### src/rtl/bcf_pkg.sv
// ----------------------------------------------------------------------------
// bcf_pkg
// Shared types, widths and weight function for the Bezier curve flattener.
// ----------------------------------------------------------------------------
package bcf_pkg;

	localparam int SEGMENTS_DEF    = 10;
	localparam int SEG_MAX         = 16;
	localparam int QUEUE_DEPTH_DEF = 2;

	localparam int COORD_W = 16;
	localparam int STEP_W  = 5;
	localparam int TAB_N   = SEG_MAX + 1;
	localparam int W_W     = 13;
	localparam int PROD_W  = COORD_W + W_W + 1;
	localparam int SUM_W   = PROD_W + 2;
	localparam int M_W     = 28;
	localparam int RCP_SH  = 28;
	localparam int RCP_W   = 27;
	localparam int Q_W     = 17;
	localparam int DEN_W   = 13;
	localparam int QD_W    = Q_W + DEN_W;

	localparam int NUM_AXES = 2;
	localparam int NUM_PTS  = 4;

	typedef logic signed [COORD_W-1:0] bcf_coord_t;

	typedef struct packed {
		logic       cubic;
		bcf_coord_t x0;
		bcf_coord_t y0;
		bcf_coord_t x1;
		bcf_coord_t y1;
		bcf_coord_t x2;
		bcf_coord_t y2;
		bcf_coord_t x3;
		bcf_coord_t y3;
	} bcf_req_t;

	// Bernstein weight k of step i for s segments, scaled by s^2 or s^3
	function automatic int bcf_weight(int s, int i, int k, logic cubic);
		int r;
		int w;
		r = s - i;
		w = 0;
		if (i >= 1 && i <= s) begin
			if (cubic) begin
				unique case (k)
					0:       w = r * r * r;
					1:       w = 3 * r * r * i;
					2:       w = 3 * r * i * i;
					3:       w = i * i * i;
					default: w = 0;
				endcase
			end else begin
				unique case (k)
					0:       w = r * r;
					1:       w = 2 * r * i;
					2:       w = i * i;
					default: w = 0;
				endcase
			end
		end
		return w;
	endfunction

endpackage

### src/rtl/bcf_queue.sv
// ----------------------------------------------------------------------------
// bcf_queue
// Short request queue between the front and the point generator.
// ----------------------------------------------------------------------------
module bcf_queue #(
	parameter int DEPTH = bcf_pkg::QUEUE_DEPTH_DEF
) (
	input  logic              clk,
	input  logic              arst_n,
	input  logic              push_valid,
	output logic              push_ready,
	input  bcf_pkg::bcf_req_t push_data,
	output logic              pop_valid,
	input  logic              pop_ready,
	output bcf_pkg::bcf_req_t pop_data
);

	localparam int PTR_W = $clog2(DEPTH);
	localparam int CNT_W = $clog2(DEPTH + 1);

	bcf_pkg::bcf_req_t mem_q [DEPTH];
	logic [PTR_W-1:0]  wr_ptr_q;
	logic [PTR_W-1:0]  rd_ptr_q;
	logic [CNT_W-1:0]  cnt_q;
	logic              do_push;
	logic              do_pop;

	assign push_ready = cnt_q != CNT_W'(DEPTH);
	assign pop_valid  = cnt_q != '0;
	assign pop_data   = mem_q[rd_ptr_q];
	assign do_push    = push_valid && push_ready;
	assign do_pop     = pop_valid && pop_ready;

	always_ff @(posedge clk or negedge arst_n) begin
		if (!arst_n) begin
			wr_ptr_q <= '0;
			rd_ptr_q <= '0;
			cnt_q    <= '0;
		end else begin
			if (do_push) begin
				wr_ptr_q <= (wr_ptr_q == PTR_W'(DEPTH - 1)) ? '0 : wr_ptr_q + 1'b1;
			end
			if (do_pop) begin
				rd_ptr_q <= (rd_ptr_q == PTR_W'(DEPTH - 1)) ? '0 : rd_ptr_q + 1'b1;
			end
			if (do_push && !do_pop) begin
				cnt_q <= cnt_q + 1'b1;
			end else if (do_pop && !do_push) begin
				cnt_q <= cnt_q - 1'b1;
			end
		end
	end

	always_ff @(posedge clk) begin
		if (do_push) begin
			mem_q[wr_ptr_q] <= push_data;
		end
	end

endmodule

### config.mk
export PLATFORM = sky130hd
export DESIGN_NAME = bcf_queue
export DESIGN_NICKNAME = d
export VERILOG_FILES = /design/src/rtl/bcf_pkg.sv /design/src/rtl/bcf_queue.sv
export SDC_FILE = /design/constraint.sdc
export NUM_CORES = 1
export LEC_CHECK = 0
export BUFFER_PORTS_ARGS = -buffer_cell sky130_fd_sc_hd__buf_2
export CAP_MARGIN = 20
export CORE_MARGIN = 4
export CORE_UTILIZATION = 55
export DETAILED_ROUTE_END_ITERATION = 16
export GPL_TIMING_DRIVEN = 1
export PLACE_DENSITY = 0.83
export SYNTH_ARGS = -nofsm -noshare
export SYNTH_HDL_FRONTEND = slang
export SYNTH_SLANG_ARGS = --single-unit
### constraint.sdc
create_clock -name clk -period 9.95 [get_ports clk]
set_clock_uncertainty 0.05 [all_clocks]
set_input_delay 2.985 -clock clk [delete_from_list [all_inputs] [get_ports clk]]
set_output_delay 2.985 -clock clk [all_outputs]
set_load 0.03 [all_outputs]
==> metrics.txt <==
status=complete, no violations; worst setup margin=3.977 ns; synth unique cells=15; CTS tree=yes; DR vias/cell=5.184; Final Hold Vio Count=0; Setup WS pre-CTS=4.264 ns; register area share after synthesis=82.35%; Achievable Freq=0.1674 GHz; post-CTS resize count=0; area delta synth->final=24.00%; fin cells=941; Synth Cell Area=0.009529 mm²; Hold Crit Class=reg -> reg; TritonRoute pass-1 iters=4; unrepaired setup endpoints after global routing=false; starting density of the core=56.86%; # hold bufs at CTS=0; Post-CTS Setup Bufs=0; final wirelength=18.26 mm; post-placement cell count=892; Fillers=1,034; share of cells above drive strength 1=60.03%; CTS Buf Count=26; synthesized flop and latch total=262; period utilization=60.03%; crit end category=primary output; Core Area=0.01676 mm²; pin count of the biggest net entering global routing=80; htree depth=1; grt ovf=0; DRC=0; Slew @ Worst Pin=1.077 ns; IO Pins=264; Syn Nets=553; Layout Nets=834; power per cell area=324.1 mW/mm²; crit path time final=5.973 ns; Post-Synthesis Mean Instance Area=22.74 µm²; antenna violations before repair=5; Rows=47; Setup CP Type=reg -> out; Util after Layout=70.50%; clk slew on worst S/H paths=0.06 ns; setup TNS=0 ns; CTS max path bufs=3; DIE AREA=0.01950 mm²; via count=4,878; Critical Path Start Type=flip-flop; input/output buffers=263; vias in the first global route=5,376; all-layer global routing usage=18.20%; worst vdd ir=340.0 µV; relative slew slack=28.17%; Antenna Violating Nets Remaining=0; DRC violation total after the first TritonRoute iteration=229; Synth warnings=0; Final Setup Violations=0; HPWL Detailed=12.20 mm; synthesized instance count=419; die extent in x=139.6 µm; worst endpoint required time=6.92 ns; Pleak=0.004431 µW; CP Data Arrival Time=2.94 ns; wire per inst=19.40 µm; clock sinks=262; root buffer cell=clkbuf_16; CP Max Fanout=79; Pins Over Slew Limit=0; global-route wire length before repair=28.10 mm; Max-Cap Viols=0; Worst-Skew Late Latency=0.50 ns; die height=139.6 µm; RD Place Congestion=0.7794
==> metrics by stage <==
step / cell area (µm²) / hold slack (ns) / total power (µW)
global route: 11820 / 0.4584 / 3998
CTS: 11810 / 0.4408 / 3874
finish: 11820 / 0.4388 / 3829
detailed placement: 11030 / 0.4336 / 2982
global placement: 11030 / 0.4208 / 2939
floorplan: 9529 / 0.4059 / 2665
==> state kept, by name (all words and copies together) (netlist names) <==
| name | cells |
|---|---|
| mem_q | 258 |
| cnt_q | 2 |
| rd_ptr_q | 1 |
| wr_ptr_q | 1 |
==> layer usage <==
| metal | vias up | share of wire [%] | track usage [%] |
|---|---|---|---|
| li1 | 2236 | - | - |
| met1 | 2385 | 37 | 21.63 |
| met2 | 205 | 52 | 32.42 |
| met3 | 48 | 7.3 | 5.009 |
| met4 | 4 | 3.3 | 5.762 |
| met5 | - | 0.12 | 0 |
==> final cells by class <==
type / instances / area [µm²] / share of cell area [%]
antenna: 3 / 7.507 / 0.06353
clock buffer: 33 / 698.2 / 5.909
clock inverter: 13 / 78.83 / 0.6671
inverter: 1 / 3.754 / 0.03177
multi-input combinational: 142 / 1555 / 13.16
sequential: 262 / 7851 / 66.44
tap: 220 / 275.3 / 2.330
timing repair buffer: 267 / 1346 / 11.39
==> logic make-up (layout without fill, tap and decap cells) <==
family / after synthesis / after routing / share of synthesized area, %
and+or+nand+nor: 7 / 7 / 0.3547
other: 0 / 3 / 0
DFF: 262 / 262 / 82.35
buffers and inverters: 15 / 314 / 1.457
adders and majority gates: 1 / 1 / 0.1313
xor gates and xnor gates: 5 / 5 / 0.4596
muxes: 129 / 129 / 15.24
==> power breakdown <==
part,switching [µW],leakage (µW),internal (µW)
logic,867,0.00161,449
registers,118,0.00244,1510
clock network,366,0.000380,517
==> cells in the final DEF (no fill, tap or decap), drive strengths merged, types with 2 or more instances in the layout <==
cell / instances
xor2: 2
diode: 3
nor2: 2
dfrtp: 4
xnor2: 3
clkbuf: 33
mux2: 129
buf: 267
edfxtp: 258
nand2: 2
clkinv: 12
==> final timing paths <==
kind | slack (ns) | start | end | cells after the start
worst max-delay path | 3.98 | rd_ptr_q$_DFFE_PN0P_ | pop_data[43] | 3
worst min-delay path | 0.44 | cnt_q[1]$_DFFE_PN0P_ | cnt_q[1]$_DFFE_PN0P_ | 1
worst max register to register | 6.74 | cnt_q[0]$_DFFE_PN0P_ | mem_q[0][110]$_DFFE_PP_ | 5
worst min register to register | 0.44 | cnt_q[1]$_DFFE_PN0P_ | cnt_q[1]$_DFFE_PN0P_ | 1
max in group asynchronous | 7.48 | arst_n | rd_ptr_q$_DFFE_PN0P_ | 1
min in group asynchronous | 2.23 | arst_n | wr_ptr_q$_DFFE_PN0P_ | 1
==> synthesized netlist by cell type <==
library cell / number / share of area [%]
and3_1: 1 / 0.066
buf_2: 3 / 0.16
buf_4: 1 / 0.079
buf_6: 10 / 1.2
dfrtp_1: 4 / 1.1
edfxtp_1: 258 / 81
ha_1: 1 / 0.13
inv_1: 1 / 0.039
mux2_2: 129 / 15
nand2_1: 2 / 0.079
nand2b_1: 1 / 0.066
nor2_1: 2 / 0.079
or2_2: 1 / 0.066
xnor2_1: 3 / 0.28
xor2_1: 2 / 0.18
==> worst max-delay path: stages, from the launching register on <==
cell	delay [ns]
dfrtp_4	1.10
buf_4	0.69
mux2_2	0.42
buf_2	0.18
Power figures use the tool's default switching activity.
