File: src/rtl/bcf_pkg.sv
// ----------------------------------------------------------------------------
// bcf_pkg
// Shared types, widths and weight function for the Bezier curve flattener.
// ----------------------------------------------------------------------------
package bcf_pkg;

	localparam int SEGMENTS_DEF    = 10;
	localparam int SEG_MAX         = 16;
	localparam int QUEUE_DEPTH_DEF = 2;

	localparam int COORD_W = 16;
	localparam int STEP_W  = 5;
	localparam int TAB_N   = SEG_MAX + 1;
	localparam int W_W     = 13;
	localparam int PROD_W  = COORD_W + W_W + 1;
	localparam int SUM_W   = PROD_W + 2;
	localparam int M_W     = 28;
	localparam int RCP_SH  = 28;
	localparam int RCP_W   = 27;
	localparam int Q_W     = 17;
	localparam int DEN_W   = 13;
	localparam int QD_W    = Q_W + DEN_W;

	localparam int NUM_AXES = 2;
	localparam int NUM_PTS  = 4;

	typedef logic signed [COORD_W-1:0] bcf_coord_t;

	typedef struct packed {
		logic       cubic;
		bcf_coord_t x0;
		bcf_coord_t y0;
		bcf_coord_t x1;
		bcf_coord_t y1;
		bcf_coord_t x2;
		bcf_coord_t y2;
		bcf_coord_t x3;
		bcf_coord_t y3;
	} bcf_req_t;

	// Bernstein weight k of step i for s segments, scaled by s^2 or s^3
	function automatic int bcf_weight(int s, int i, int k, logic cubic);
		int r;
		int w;
		r = s - i;
		w = 0;
		if (i >= 1 && i <= s) begin
			if (cubic) begin
				unique case (k)
					0:       w = r * r * r;
					1:       w = 3 * r * r * i;
					2:       w = 3 * r * i * i;
					3:       w = i * i * i;
					default: w = 0;
				endcase
			end else begin
				unique case (k)
					0:       w = r * r;
					1:       w = 2 * r * i;
					2:       w = i * i;
					default: w = 0;
				endcase
			end
		end
		return w;
	endfunction

endpackage

File: src/rtl/bcf_front.sv
// ----------------------------------------------------------------------------
// bcf_front
// Accepts curve requests, classifies the order and registers one request
// for the queue.
// ----------------------------------------------------------------------------
module bcf_front (
	input  logic                clk,
	input  logic                arst_n,
	input  logic                in_valid,
	output logic                in_ready,
	input  logic                op,
	input  bcf_pkg::bcf_coord_t start_x,
	input  bcf_pkg::bcf_coord_t start_y,
	input  bcf_pkg::bcf_coord_t ctrl1_x,
	input  bcf_pkg::bcf_coord_t ctrl1_y,
	input  bcf_pkg::bcf_coord_t ctrl2_x,
	input  bcf_pkg::bcf_coord_t ctrl2_y,
	input  bcf_pkg::bcf_coord_t ctrl3_x,
	input  bcf_pkg::bcf_coord_t ctrl3_y,
	output logic                push_valid,
	input  logic                push_ready,
	output bcf_pkg::bcf_req_t   push_data
);

	logic              req_vld_q;
	bcf_pkg::bcf_req_t req_q;
	bcf_pkg::bcf_req_t req_c;

	// quadratic requests carry no fourth point
	always_comb begin
		req_c.cubic = op;
		req_c.x0    = start_x;
		req_c.y0    = start_y;
		req_c.x1    = ctrl1_x;
		req_c.y1    = ctrl1_y;
		req_c.x2    = ctrl2_x;
		req_c.y2    = ctrl2_y;
		req_c.x3    = op ? ctrl3_x : '0;
		req_c.y3    = op ? ctrl3_y : '0;
	end

	assign in_ready   = !req_vld_q || push_ready;
	assign push_valid = req_vld_q;
	assign push_data  = req_q;

	always_ff @(posedge clk or negedge arst_n) begin
		if (!arst_n) begin
			req_vld_q <= 1'b0;
		end else if (in_ready) begin
			req_vld_q <= in_valid;
		end
	end

	always_ff @(posedge clk) begin
		if (in_valid && in_ready) begin
			req_q <= req_c;
		end
	end

endmodule

File: config.mk
export PLATFORM = sky130hd
export DESIGN_NAME = bcf_front
export DESIGN_NICKNAME = d
export VERILOG_FILES = /design/src/rtl/bcf_pkg.sv /design/src/rtl/bcf_front.sv
export SDC_FILE = /design/constraint.sdc
export NUM_CORES = 1
export LEC_CHECK = 0
export BUFFER_PORTS_ARGS = -buffer_cell sky130_fd_sc_hd__clkbuf_2
export CORE_ASPECT_RATIO = 0.7
export CORE_MARGIN = 2
export CORE_UTILIZATION = 47
export CTS_BUF_LIST = sky130_fd_sc_hd__clkbuf_4 sky130_fd_sc_hd__clkbuf_8
export CTS_CLUSTER_DIAMETER = 60
export DETAILED_ROUTE_END_ITERATION = 6
export PLACE_DENSITY = 0.87
export REMOVE_ABC_BUFFERS = 1
export SLEW_MARGIN = 0
export SYNTH_ARGS = -nofsm -noshare
export SYNTH_HDL_FRONTEND = slang
export SYNTH_SLANG_ARGS = --single-unit
File: constraint.sdc
create_clock -name clk -period 11.15 [get_ports clk]
set_input_delay 1.6725 -clock clk [delete_from_list [all_inputs] [get_ports clk]]
set_output_delay 1.6725 -clock clk [all_outputs]
set_load 0.1 [all_outputs]
==> impl_metrics.env <==
export IMPL_gr_total_overflow=0
export IMPL_die_area_um2=9660
export IMPL_die_h_um=82.84
export IMPL_routed_wl_mm=9.446
export IMPL_ctsHtreeMaxLevel=4
export IMPL_rows=28
export IMPL_finalCritPeriodShare=0.3617
export IMPL_r2r_cells=3
export IMPL_diodes=0
export IMPL_hp_class="register to register"
export IMPL_crit_top_cell="clkbuf_2"
export IMPL_clock_sinks=130
export IMPL_yosys_top_cells_area="edfxtp_1 93%, and2_2 5.8%, dfrtp_1 0.60%"
export IMPL_clkTransAtPathRegs_ps=70
export IMPL_crit_path_top_delay_cell="clkbuf_2"
export IMPL_min_path_cells=2
export IMPL_grt_pass1_vias=2737
export IMPL_rsz0062_at_grt="false"
export IMPL_design_area_um2=5958
export IMPL_syn_to_final_growth_pct=42.79
export IMPL_crit_required_ps=9480
export IMPL_start_kind="primary input"
export IMPL_worstMarginPinSlew_ps=856.7
export IMPL_yosysSeqAreaShare=0.9343
export IMPL_arrival_ps=2360
export IMPL_cts_tree="yes"
export IMPL_pwr_share_seq=0.499
export IMPL_pwr_share_clk=0.279
export IMPL_ys_warn_count=0
export IMPL_powerDensity_nw_per_um2=194.2
export IMPL_dp_cells=549
export IMPL_die_w_um=116.6
export IMPL_clock_skew_ps=7.125
export IMPL_drtIter0Drc=118
export IMPL_nNetsFinal=581
export IMPL_timing_fmax_mhz=248.0
export IMPL_outcome="complete, no violations"
export IMPL_pwr_share_comb=0.222
export IMPL_crit_type="primary input to output port"
export IMPL_hpwlAfterDp_mm=7.123
export IMPL_wire_per_inst_um=16.29
export IMPL_yosys_area_top_type="edfxtp_1"
export IMPL_p_sw_uw=393.8
export IMPL_track_usage=0.2016
export IMPL_routabilityCongestion=0.7254
export IMPL_hold_ws_ps=545.0
export IMPL_ios=264
export IMPL_port_buffers=263
export IMPL_cts_buffers=17
export IMPL_cts_buffer_depth=2
export IMPL_end_kind="output port"
export IMPL_start_util=0.4881
export IMPL_syn_cell_area_um2=4173
export IMPL_ys_ff_latch=130
export IMPL_dpl_cell_area_um2=5634
export IMPL_postCtsSetupBuffers=0
export IMPL_grt_pass1_wl_mm=14.00
export IMPL_firstDrtPassIters=5
export IMPL_drcViolationCount=0
export IMPL_syn_area_per_cell_um2=24.84
export IMPL_cpPeakStageDelay_ps=470
export IMPL_relSlewSlack=0.4289
export IMPL_routed_via_density=4.498
export IMPL_holdBufCountCts=0
export IMPL_synth_top_area_share=0.9283
export IMPL_fin_setup_tns_ps=0
export IMPL_stdcell_count=580
export IMPL_crit_fanout=3
export IMPL_period_needed_ps=4033
export IMPL_leakagePower_uw=0.002619
export IMPL_vias=2609
export IMPL_swShare=0.3403
export IMPL_ys_types=6
export IMPL_cts_root_buffer="clkbuf_8"
export IMPL_vdd_drop_max_mv=0.1400
export IMPL_clkLatencyLatePin_ps=410
export IMPL_path_cells="clkbuf_2 > nand2b_1 > clkbuf_2"
export IMPL_drive_gt1_frac=0.7065
export IMPL_grt_antenna_before_repair=0
export IMPL_ant_nets=0
export IMPL_syn_inst=168
export IMPL_finalHoldViolCount=0
export IMPL_slew_viol_final=0
export IMPL_p_int_uw=763.4
export IMPL_cts_resized=0
export IMPL_grt_max_degree=73
export IMPL_core_area_um2=8548
export IMPL_setup_violations=0
export IMPL_maxCapViolations=0
[cell usage in the layout, fill, tap and decap left out]
cell        count
edfxtp_1      129
clkbuf_4        3
clkbuf_2      263
clkinv_2        2
dfrtp_1         1
clkbuf_8       17
nand2b_1        2
and2_4          1
clkinvlp_4      5
buf_4           1
clkinv_1        3
and2_2         32
clkinv_4        1
[cells by family (layout without fill, tap and decap cells)]
family                 after synthesis  in the layout  share of synthesized area
AND/OR/NAND/NOR                     35             35                    0.06207
flip-flops                         130            130                     0.9343
buffers and inverters                3            295                   0.003597
[sequential cells by signal, indices dropped and copies added (netlist names)]
name,count
push_data,129
push_valid,1
[worst paths after layout]
kind	from	endpoint	slack (ps)
setup / recovery	push_ready	in_ready	7120
hold reg to reg	push_valid	push_valid	540
hold / removal	push_valid	push_valid	540
setup reg to reg	push_valid	push_data[116]	8780
max in group asynchronous	arst_n	push_valid	10040
min in group asynchronous	arst_n	push_valid	1020
[Yosys cell counts]
library cell and n:
edfxtp_1 129, and2_2 32, clkbuf_2 3, nand2b_1 2
and2_1 1, dfrtp_1 1
[routing by layer]
layer  GRT usage  vias to the layer above  wire length (um)
li1            -                     1203                 -
met1      0.1921                     1229              3065
met2      0.3536                      156              5006
met3      0.1088                       21              1144
met4     0.08877                        0               229
met5           0                        -                 0
[cell type report]
| cell class | count | area (um2) |
|---|---|---|
| sequential | 130 | 3899 |
| fill | 568 | 2590 |
| timing repair buffer | 264 | 1324 |
| multi-input combinational | 35 | 261.5 |
| clock buffer | 20 | 256.5 |
| tap | 120 | 150.1 |
| clock inverter | 11 | 67.56 |
[worst max-delay path: cells and delay by family]
kind | cells | cell delay (ps)
AND/OR/NAND/NOR | 1 | 130
buffers and inverters | 2 | 550
[power by group through the flow]
stage / Combinational (uW) / Sequential, uW / Clock (uW)
finish: 256 / 578 / 323
global route: 264 / 580 / 352
CTS: 258 / 578 / 333
detailed placement: 258 / 588 / 0
global placement: 255 / 587 / 0
floorplan: 15.8 / 780 / 0
[stage by stage]
stage / setup WS, ps / util / power [uW]
floorplan: 5096 / - / 795.5
global placement: 7147 / 0.6591 / 842.2
detailed placement: 7125 / 0.6591 / 845.9
CTS: 7119 / 0.6970 / 1169
global route: 7084 / 0.6970 / 1196
finish: 7117 / 0.6970 / 1157
No activity file was read; power rests on OpenSTA's default activity.
